### src/sv/tels_pkg.sv
`default_nettype none

package tels_pkg;

    localparam int CAPACITY_DEF = 16;

    // config port: one 32-bit register at byte 0
    localparam int PADDR_W = 3;
    localparam logic [PADDR_W-3:0] REG_START_TIME = '0;

    localparam logic OP_SCHED = 1'b0;
    localparam logic OP_TICK  = 1'b1;

    localparam logic [1:0] KIND_ACK     = 2'd0;
    localparam logic [1:0] KIND_DELIVER = 2'd1;
    localparam logic [1:0] KIND_DONE    = 2'd2;

    typedef struct packed {
        logic        opcode;
        logic [31:0] event_time;
        logic [7:0]  router_id;
        logic [15:0] datagram_id;
    } in_item_t;

    typedef struct packed {
        logic [1:0]  kind;
        logic        accepted;
        logic [7:0]  out_router;
        logic [15:0] out_datagram;
        logic [31:0] now_time;
        logic        last;
    } out_item_t;

    // one stored event
    typedef struct packed {
        logic [31:0] ev_time;
        logic [7:0]  router;
        logic [15:0] datagram;
    } entry_t;

endpackage

`default_nettype wire

### src/sv/tels_event_mem.sv
`default_nettype none

// Event storage: one write port, one read port, registered read data.
module tels_event_mem #(
    parameter int DEPTH = tels_pkg::CAPACITY_DEF,
    parameter int AW    = 4
) (
    input  wire logic              clk,
    input  wire logic              we,
    input  wire logic [AW-1:0]     waddr,
    input  wire tels_pkg::entry_t  wdata,
    input  wire logic [AW-1:0]     raddr,
    output tels_pkg::entry_t       rdata
);

    tels_pkg::entry_t mem [DEPTH];
    tels_pkg::entry_t rdata_reg;

    always_ff @(posedge clk)
    begin
        if (we)
        begin
            mem[waddr] <= wdata;
        end
        rdata_reg <= mem[raddr];
    end

    assign rdata = rdata_reg;

endmodule

`default_nettype wire

### src/sv/timed_event_list_scheduler.sv
`default_nettype none

// Channel   | Signals                                   | Handshake
// ----------+-------------------------------------------+-------------------------------
// command   | start, busy, item (opcode/time/rtr/dg)    | taken when start & !busy
// result    | strobe, result (kind/acc/rtr/dg/now/last) | one cycle per item, no stall
// config    | psel penable pwrite paddr pwdata prdata   | write at psel&penable&pwrite
//
// Schedule: the ack strobes the cycle after acceptance, busy stays low.
// Tick: busy while it issues the first read, evaluates each stored entry in turn
// and closes out; on an empty list it only closes out. The scan is paced by the
// single read port of the event memory, one entry per cycle. Deliveries strobe
// in stored order, the done item strobes in the first cycle busy is low again.
// Reset clears the count, start_time and the current time; memory is not cleared.
// The receiver cannot stall; every result is shown for exactly one cycle.
module timed_event_list_scheduler #(
    parameter int CAPACITY = tels_pkg::CAPACITY_DEF
) (
    input  wire logic                          clk,
    input  wire logic                          rst_n,
    // command
    input  wire logic                          start,
    output      logic                          busy,
    input  wire tels_pkg::in_item_t            item,
    // result
    output      logic                          strobe,
    output tels_pkg::out_item_t                result,
    // config
    input  wire logic                          psel,
    input  wire logic                          penable,
    input  wire logic                          pwrite,
    input  wire logic [tels_pkg::PADDR_W-1:0]  paddr,
    input  wire logic [31:0]                   pwdata,
    output      logic [31:0]                   prdata,
    output      logic                          pready
);

    localparam int CNT_W = $clog2(CAPACITY + 1);
    localparam int AW    = (CAPACITY > 1) ? $clog2(CAPACITY) : 1;
    localparam logic [CNT_W-1:0] CAP_CNT = CNT_W'(CAPACITY);

    localparam logic ST_IDLE = 1'b0;
    localparam logic ST_SCAN = 1'b1;

    logic             state_reg, state_next;
    logic [CNT_W-1:0] count_reg, count_next;
    logic [CNT_W-1:0] iss_reg, iss_next;     // next entry to read
    logic [CNT_W-1:0] wr_reg, wr_next;       // compaction write slot
    logic             dv_reg, dv_next;       // read data valid this cycle
    logic [31:0]      now_reg, now_next;
    logic [31:0]      start_time_reg, start_time_next;
    logic             strobe_reg, strobe_next;
    tels_pkg::out_item_t result_reg, result_next;

    logic             mem_we;
    logic [AW-1:0]    mem_waddr;
    tels_pkg::entry_t mem_wdata;
    tels_pkg::entry_t mem_rdata;
    logic             cfg_wr;
    logic             accept;

    tels_event_mem #(
        .DEPTH (CAPACITY),
        .AW    (AW)
    ) u_mem (
        .clk   (clk),
        .we    (mem_we),
        .waddr (mem_waddr),
        .wdata (mem_wdata),
        .raddr (iss_reg[AW-1:0]),
        .rdata (mem_rdata)
    );

    assign busy   = (state_reg == ST_SCAN);
    assign accept = start && !busy;
    assign pready = 1'b1;
    assign cfg_wr = psel && penable && pwrite
                    && (paddr[tels_pkg::PADDR_W-1:2] == tels_pkg::REG_START_TIME);
    assign prdata = (paddr[tels_pkg::PADDR_W-1:2] == tels_pkg::REG_START_TIME)
                    ? start_time_reg : 32'd0;

    assign strobe = strobe_reg;
    assign result = result_reg;

    always_comb
    begin
        state_next      = state_reg;
        count_next      = count_reg;
        iss_next        = iss_reg;
        wr_next         = wr_reg;
        dv_next         = 1'b0;
        now_next        = now_reg;
        start_time_next = start_time_reg;
        strobe_next     = 1'b0;
        result_next     = '0;
        mem_we          = 1'b0;
        mem_waddr       = count_reg[AW-1:0];
        mem_wdata.ev_time  = item.event_time;
        mem_wdata.router   = item.router_id;
        mem_wdata.datagram = item.datagram_id;

        case (state_reg)
            ST_IDLE:
            begin
                if (accept)
                begin
                    if (item.opcode == tels_pkg::OP_SCHED)
                    begin
                        strobe_next          = 1'b1;
                        result_next.kind     = tels_pkg::KIND_ACK;
                        result_next.now_time = now_reg;
                        result_next.last     = 1'b1;
                        if (count_reg < CAP_CNT)
                        begin
                            mem_we               = 1'b1;
                            count_next           = count_reg + 1'b1;
                            result_next.accepted = 1'b1;
                        end
                    end
                    else
                    begin
                        state_next = ST_SCAN;
                        iss_next   = '0;
                        wr_next    = '0;
                    end
                end
            end
            ST_SCAN:
            begin
                // evaluate the entry read last cycle
                if (dv_reg)
                begin
                    if (mem_rdata.ev_time == now_reg)
                    begin
                        strobe_next              = 1'b1;
                        result_next.kind         = tels_pkg::KIND_DELIVER;
                        result_next.out_router   = mem_rdata.router;
                        result_next.out_datagram = mem_rdata.datagram;
                        result_next.now_time     = now_reg;
                    end
                    else
                    begin
                        // keep it; wr_reg trails the read pointer, no conflict
                        mem_we    = 1'b1;
                        mem_waddr = wr_reg[AW-1:0];
                        mem_wdata = mem_rdata;
                        wr_next   = wr_reg + 1'b1;
                    end
                end
                if (iss_reg != count_reg)
                begin
                    iss_next = iss_reg + 1'b1;
                    dv_next  = 1'b1;
                end
                else if (!dv_reg)
                begin
                    state_next           = ST_IDLE;
                    count_next           = wr_reg;
                    now_next             = now_reg + 32'd1;
                    strobe_next          = 1'b1;
                    result_next.kind     = tels_pkg::KIND_DONE;
                    result_next.now_time = now_reg + 32'd1;
                    result_next.last     = 1'b1;
                end
            end
            default:
            begin
                state_next = ST_IDLE;
            end
        endcase

        if (cfg_wr)
        begin
            start_time_next = pwdata;
            now_next        = pwdata;
        end
    end

    always_ff @(posedge clk or negedge rst_n)
    begin
        if (!rst_n)
        begin
            state_reg      <= ST_IDLE;
            count_reg      <= '0;
            iss_reg        <= '0;
            wr_reg         <= '0;
            dv_reg         <= 1'b0;
            now_reg        <= 32'd0;
            start_time_reg <= 32'd0;
            strobe_reg     <= 1'b0;
        end
        else
        begin
            state_reg      <= state_next;
            count_reg      <= count_next;
            iss_reg        <= iss_next;
            wr_reg         <= wr_next;
            dv_reg         <= dv_next;
            now_reg        <= now_next;
            start_time_reg <= start_time_next;
            strobe_reg     <= strobe_next;
        end
    end

    always_ff @(posedge clk)
    begin
        result_reg <= result_next;
    end

endmodule

`default_nettype wire

### config.mk
export PLATFORM = sky130hd
export DESIGN_NAME = timed_event_list_scheduler
export DESIGN_NICKNAME = d
export VERILOG_FILES = /design/src/sv/tels_pkg.sv /design/src/sv/tels_event_mem.sv /design/src/sv/timed_event_list_scheduler.sv
export SDC_FILE = /design/constraint.sdc
export NUM_CORES = 1
export LEC_CHECK = 0
export BUFFER_PORTS_ARGS = -buffer_cell sky130_fd_sc_hd__buf_2
export CORE_MARGIN = 2
export CORE_UTILIZATION = 50
export DETAILED_ROUTE_END_ITERATION = 16
export GPL_TIMING_DRIVEN = 1
export HOLD_SLACK_MARGIN = 0.12
export MAX_ROUTING_LAYER = met4
export PLACE_DENSITY = 0.68
export SYNTH_ARGS = -nofsm -noshare
export SYNTH_HDL_FRONTEND = slang
export SYNTH_SLANG_ARGS = --single-unit
### constraint.sdc
create_clock -name clk -period 11.25 [get_ports clk]
set_input_delay 2.25 -clock clk [delete_from_list [all_inputs] [get_ports clk]]
set_output_delay 2.25 -clock clk [all_outputs]
set_load 0.01 [all_outputs]
# Word level (Yosys, flattened, before mapping)
# Memory sizes are Yosys's and may differ from the RTL's. A register that Yosys moved wholly into a read port is not among the register bits.
# Index checks and enable logic that the tools add are counted.
[op_classes]
order_cmp = 1
n_reduce_logical = 12
n_eq_ne = 13
bitwise = 3
add_sub_neg = 4
mux = 58
[ops]
columns = ["operator", "n"]
rows = [
  ["$mux W32", 7],
  ["$mux W56", 3],
  ["$mux W33", 4],
  ["$pmux W33 S2", 1],
  ["$mux W5", 10],
  ["$add A32 B1 Y32 const B", 1],
  ["$eq A32 B32 Y1", 1],
  ["$pmux W5 S2", 3],
  ["$mux W1", 21],
  ["$ne A2 B2 Y1 const B", 8],
  ["$add A5 B1 Y5 const B", 3],
  ["$mux W4", 3],
  ["$reduce_and A3 Y1", 3],
  ["$ne A2 B1 Y1 const B", 3],
  ["$pmux W1 S2", 3],
  ["$lt A5 B5 Y1 const B", 1],
  ["$ne A5 B5 Y1", 1],
  ["$reduce_and A5 Y1", 1],
  ["$logic_and A1 B1 Y1", 4],
  ["$mux W2", 2],
  ["$pmux W2 S2", 1],
  ["$reduce_and A4 Y1", 1],
  ["$not A1 Y1", 3],
  ["$reduce_or A3 Y1", 1],
  ["other kinds (2)", 2],
]
[word_totals]
word_cells = 106
in_bits = 98
ram_bits = 896
regBits = 142
memories = 1
[mem_list]
columns = ["memory", "words", "width", "rd", "rd_ports_with_merged_regs", "wr", "line", "rtl"]
rows = [
  ["u_mem.mem", 16, 56, 1, 1, 1, "tels_event_mem.sv:16", "tels_pkg::entry_t mem [DEPTH];"],
]

# Longest topological paths before layout
# Gate-level depths: netlist of the first run.
[logic_depth]
ltp_word = 7
ltp_mapped = 9
depth_no_buf = 6

# Modules after synthesis
# Synthesis of the first run repeated with hierarchy kept, for this count alone.
[hier_totals]
hier_cells = 2223
hier_area_um2 = 41940.2
[by_module_without_submodules]
columns = ["mod", "cells_each", "area_each_um2", "seq_area_each_um2", "n_inst"]
rows = [
  ["tels_event_mem", 1445, 34678.3, 28026.9, 1],
  ["timed_event_list_scheduler", 778, 7262.0, 3253.1, 1],
]

# Least setup slack after synthesis of the first run
# Ideal clock, no wire load.
[synth_timing]
path_type = "flip-flop to flip-flop"
from = "register now_reg[23]"
to = "memory u_mem.mem[4][0] in the netlist's numbering (enable)"
setup_ps = 623
path_slack_ps = 3556
period_less_slack_ps = 7694
path_stages_with_launch = 8
required_ps = 10627
arrival_ps = 7071
path_cell_list = "dfrtp_1 -> clkbuf_1 -> xor2_1 -> nor4_1 -> nand4_1 -> o21ai_4 -> buf_4 -> o41ai_1"
[synth_between]
elab_chain_len = 6
[synth_lines]
columns = ["element", "line", "rtl"]
rows = [
  ["start: declaration", "timed_event_list_scheduler.sv:50", "logic [31:0] now_reg, now_next;"],
  ["start signal: assignment", "timed_event_list_scheduler.sv:199", "now_reg <= now_next;"],
  ["$eq A32 B32 Y1 *", "timed_event_list_scheduler.sv:133", "if (mem_rdata.ev_time == now_reg)"],
  ["$mux W1", "timed_event_list_scheduler.sv:133", ""],
  ["$mux W1", "timed_event_list_scheduler.sv:131", "if (dv_reg)"],
  ["$pmux W1 S2", "timed_event_list_scheduler.sv:102", "case (state_reg)"],
  ["$mux W1", "tels_event_mem.sv:21", "if (we)"],
  ["$mux W1 (implied by the code)", "tels_event_mem.sv:23", "mem[waddr] <= wdata;"],
  ["end: declaration", "tels_event_mem.sv:16", ""],
]
# Every way passes the cells marked *; elsewhere a longest branch is shown, timed or not.

# Worst setup path in the final report of the first run
[layout_timing]
from = "input paddr[2] in the netlist's numbering"
to = "output prdata[22]"
[layout_between]
elab_chain_len = 1
[layout_lines]
columns = ["element", "line", "rtl"]
rows = [
  ["start: declaration", "timed_event_list_scheduler.sv:32", "input wire logic [tels_pkg::PADDR_W-1:0] paddr,"],
  ["$mux W32", "timed_event_list_scheduler.sv:80", "? start_time_reg : 32'd0;"],
  ["end: declaration", "timed_event_list_scheduler.sv:34", "output logic [31:0] prdata,"],
]
# Every way passes these cells.

==> flow_summary.yaml, run 1 <==
grt:
  grt-ovfl-total: 0
  use_met1_pct: 31.9
  grt_max_degree: 99
  gr-usage-met3_pct: 3.06
  grt_pass1_vias: 22300
  grt_use_total_pct: 23.3
  antenna_found_initial: 2
  top_usage_layer: "met2"
  grt_use_met2_pct: 37.4
  grt_pass1_wl_um: 144000
worst_hold_path:
  min_from: "u_mem.rdata[2]"
  min_to: "result[35]"
  hold_depth: 1
  hold_path_class: "flip-flop to flip-flop"
clock_network:
  cts_resized: 0
  clock_path_buffers: 3
  cts_tree: "done"
  cts_made_buffers: 107
  ctsHoldBuffers: 0
  clockRootBuffer: "clkbuf_16"
  insertion_delay_ns: 0.68
  clock_sinks: 1094
  path_clk_slew_ns: 0.06
  htreeDepth: 3
  postCtsSetupBuffers: 0
routing:
  ant_nets: 0
  vias_per_cell: 6.07
  drcViolationCount: 0
  drt_wl_total_um: 98000
  wl_per_cell_um: 27.0
  via_count: 22000
  drtIter0Drc: 2306
  dr.pass1.iters: 5
power_and_ir_drop:
  leakagePower_nw: 16.4
  power_density_nw_per_um2: 292
  total_power_mw: 14.2
  peakVddDrop_v: 0.000193
finish:
  area_growth_pct: 13.9
  drive_gt1_share_pct: 31.5
  largest_reg_flops: 896
  mostFrequentLayoutCell: "edfxtp_1"
  utilization_pct: 57.2
  final_cell_mix: "edfxtp_1, mux4_2, buf_2"
  instances_no_fill: 3626
  fin_nets: 2489
timing:
  relSlewSlack_pct: 21.1
  rsz0062_at_grt: "false"
  period_needed_ns: 5.28
  timing.final.ws_setup_ns: 5.97
  hold_viol: 0
  tightest_slew_ns: 1.18
  setup-violations-final: 0
  min_period_over_period_pct: 46.9
  slew_viol_final: 0
  finalSetupTns_ns: 0
  max_freq_mhz: 189
  clock_skew_ns: 0.0435
run:
  cap_viol_max_count: 0
place:
  port-buffer-count: 189
  hpwl_um: 52900
  post-place-ws_ns: 5.34
  routabilityCongestion: 0.906
  dp.cells: 3422
setup_path:
  required_ns: 9.00
  regToRegEndpoint: "u_mem.mem[14][13]"
  ff2ff_path_depth: 8
  start_kind: "input port"
  worstSetupPathType: "input port to output pin"
  end_kind: "output pin"
  worstPathArrival_ns: 3.03
  r2r_setup_slack_ns: 6.19
  worstReg2RegStart: "now_reg[20]"
  cp_max_fo: 34
yosys:
  syn-num-nets: 2286
  synth-edff-count: 896
  synth_cell_types: 69
  synthArstFlopShare_pct: 7.50
  synthFlopType: "edfxtp_1"
  syn_area_um2: 42600
  synthCells: 2184
  ys_seq_area_share_pct: 73.5
  synth-seq-cells: 1094
  synth_warnings: 0
  syn_area_per_cell_um2: 19.5
floorplan:
  start_util_pct: 50.2
  rows: 107
  die_w_um: 296
  boundaryPins: 193
  coreArea_um2: 84700
  die_h_um: 296
  dieArea_um2: 87500
outcome:
  outcome: "finished clean"
-- how the worst max path moves through the flow --
stage                   endpoint  cells after the start  slack (ns)   startpoint
6_report              prdata[22]                      3        5.97     paddr[2]
5_1_grt        u_mem.mem[10][23]                      7        5.87        start
4_1_cts               prdata[22]                      3        5.95     paddr[2]
3_5_place_dp   u_mem.mem[10][22]                      7        5.34        start
3_3_place_gp   u_mem.mem[10][22]                      7        5.36        start
2_1_floorplan    u_mem.mem[4][0]                      7        3.56  now_reg[23]
-- cells in the mapped netlist, drive strengths merged, types with 27 or more instances --
master	n	share of area [%]
nand2	150	1.3
and2	29	0.43
nor2b	34	0.50
mux4	280	15
buf	72	0.94
dfxtp	116	5.5
o21ai	33	0.41
xor2	32	0.66
nor2	35	0.31
mux2	56	1.5
edfxtp	896	63
clkbuf	71	0.63
nand3	27	0.32
dfrtp	82	4.8
-- logic make-up after synthesis --
family	share of synthesized area [%]
flops	73.5
other cells	0.00881
compound gates	2.40
xor+xnor	1.19
fa+ha+maj	0.118
mux	16.6
simple gates	4.57
buf+inv	1.69
-- worst max-delay path: stages --
cell     delay (ns)
buf_2          0.48
nor2b_1        0.11
buf_2          0.17
-- metrics by stage --
stage               hold WS, ns  instance area, um^2
global placement          0.441                44900
floorplan                 0.426                42600
global route              0.475                48500
CTS                       0.460                48500
detailed placement        0.443                44900
finish                    0.456                48500
-- layout make-up --
class,instances,area [um^2]
Fill cell,6235,36200
Multi-Input combinational cell,934,10800
Clock buffer,153,3120
Timing Repair Buffer,237,1320
Sequential cell,1094,31300
Tap cell,1144,1430
Inverter,13,50.0
Antenna cell,1,2.50
Clock inverter,50,497
-- per-layer routing --
layer	vias up	routed length (um)
met5	-	0
met4	0	2150
met3	166	6590
met2	961	49000
met1	11700	40200
li1	9223	-
-- power by group --
group          internal [mW]  leakage, nW  switching [mW]  total, mW
Sequential              6.13         10.1           0.588       6.72
Clock                   2.07         1.78            1.53       3.60
Combinational           1.68         4.57            2.18       3.86
Note: power is estimated with default switching activity, not from simulation.
==> run 2: changes to the inputs <==
Clock period 11.25 ns to 4.9 ns, I/O delays scaled along.
==> flow_summary.yaml, run 2 (synthesized netlist as in run 1, its figures left out) <==
setup_path:
  start_kind: "flip-flop"
  worstPathArrival_ns: 4.30
  cp_max_fo: 21
  required_ns: 5.27
  worstSetupPathType: "flip-flop to flip-flop"
  path_cells: "xor2_1, nor4_1, nand4_1, o21ai_4, buf_4, mux2_2"
  end_kind: "flip-flop"
  cp_slowest_cell: "nor4_1"
  cpPeakStageDelay_ns: 0.68
grt:
  grt_max_degree: 158
  grt_pass1_wl_um: 142000
  grt_use_total_pct: 22.8
  grt-ovfl-total: 0
  antenna_found_initial: 6
  grt_pass1_vias: 21900
finish:
  fin_nets: 2485
  largest_reg_flops: 896
  final_cell_mix: "edfxtp_1, mux4_2, buf_2"
  fin_area_um2: 48600
  mostFrequentLayoutCell: "edfxtp_1"
  instances_no_fill: 3627
  fillers: 6217
  area_growth_pct: 14.2
  drive_gt1_share_pct: 31.0
clock_network:
  insertion_delay_ns: 0.67
  clock_path_buffers: 3
  path_clk_slew_ns: 0.07
  clock_sinks: 1094
  cts_resized: 0
  postCtsSetupBuffers: 0
  htreeDepth: 3
  cts_tree: "done"
  ctsHoldBuffers: 0
  clockRootBuffer: "clkbuf_16"
  cts_made_buffers: 107
routing:
  drtIter0Drc: 2189
  drt_wl_total_um: 96200
  via_count: 21700
  drcViolationCount: 0
  dr.pass1.iters: 5
  wl_per_cell_um: 26.5
  ant_nets: 0
  vias_per_cell: 5.97
timing:
  max_freq_mhz: 254
  hold_viol: 0
  tightest_slew_ns: 1.20
  slew_viol_final: 0
  setup-violations-final: 0
  min_period_over_period_pct: 80.4
  relSlewSlack_pct: 20.1
  period_needed_ns: 3.94
  rsz0062_at_grt: "false"
  clock_skew_ns: 0.0287
place:
  routabilityCongestion: 0.953
  dp.cells: 3418
  port-buffer-count: 189
  hpwl_um: 51400
  dpl_cell_area_um2: 45000
floorplan:
  start_util_pct: 50.2
  coreArea_um2: 84700
  die_w_um: 296
  die_h_um: 296
  dieArea_um2: 87500
  rows: 107
  boundaryPins: 193
run:
  cap_viol_max_count: 0
power_and_ir_drop:
  peakVddDrop_v: 0.000482
  leakagePower_nw: 16.4
  power_density_nw_per_um2: 670
worst_hold_path:
  hold_path_class: "input port to asynchronous set/reset pin"
outcome:
  outcome: "finished clean"
run 2: cell types whose count changed in the layout (fill, tap and decap cells not counted), sizes merged, moves of 2 or more:
cell | previous run | this run
clkbuf | 153 | 163
buf | 237 | 233
diode | 1 | 6
inv | 20 | 22
clkinvlp | 5 | 3
clkinv | 33 | 22
run 2: metal layers:
metal	global-route usage, %	vias to the layer above	wire (um)
li1	-	9247	-
met1	31.1	11400	40100
met2	36.9	837	48100
met3	3.20	143	6260
met4	5.11	0	1730
met5	-	-	0
run 2: stage by stage:
| stage | hold slack [ns] | util [%] | setup slack, ns | setup TNS (ns) | power [mW] |
|---|---|---|---|---|---|
| 2_1_floorplan | 0.426 | - | -1.28 | -241.78 | 21.6 |
| 3_3_place_gp | 0.440 | 53.1 | 1.05 | 0 | 24.2 |
| 3_5_place_dp | 0.444 | 53.1 | 0.971 | 0 | 24.6 |
| 4_1_cts | 0.344 | 57.3 | 0.972 | 0 | 32.9 |
| 5_1_grt | 0.383 | 57.4 | 0.902 | 0 | 34.0 |
| 6_report | 0.359 | 57.4 | 0.962 | 0 | 32.6 |
run 2: worst paths after layout:
| check | from | endpoint | slack, ns | depth (start not counted) |
|---|---|---|---|---|
| min reg2reg | u_mem.rdata[22] | result[55] | 0.46 | 1 |
| max in group asynchronous | rst_n | count_reg[4] | 3.59 | 2 |
| min | rst_n | now_reg[17] | 0.36 | 1 |
| max | now_reg[21] | u_mem.mem[14][3] | 0.96 | 6 |
| max reg2reg | now_reg[21] | u_mem.mem[14][3] | 0.96 | 6 |
| min in group clk | u_mem.rdata[22] | result[55] | 0.46 | 1 |
run 2: power breakdown:
group | leakage [nW] | switching, mW | internal [mW]
Clock | 1.76 | 3.44 | 4.81
Sequential | 10.1 | 1.26 | 14.1
Combinational | 4.60 | 5.09 | 3.92
Total | 16.4 | 9.78 | 22.8
run 2: cell type report:
class	instances	area (um^2)	area share [%]
timing repair buffer	233	1400	2.89
tap	1144	1430	2.94
multi-input combinational	934	10800	22.3
sequential	1094	31300	64.4
clock buffer	163	3180	6.55
inverter	13	50.0	0.103
antenna	6	15.0	0.0309
clock inverter	40	399	0.821
run 2: worst max-delay path, delay by kind of cell, from the launching register on:
family	cells	cell delay, ns
AOI/OAI and AO/OA	1	0.66
DFF	1	0.56
xor gates and xnor gates	1	0.21
buffers and inverters	1	0.52
muxes	1	0.51
and+or+nand+nor	2	1.12
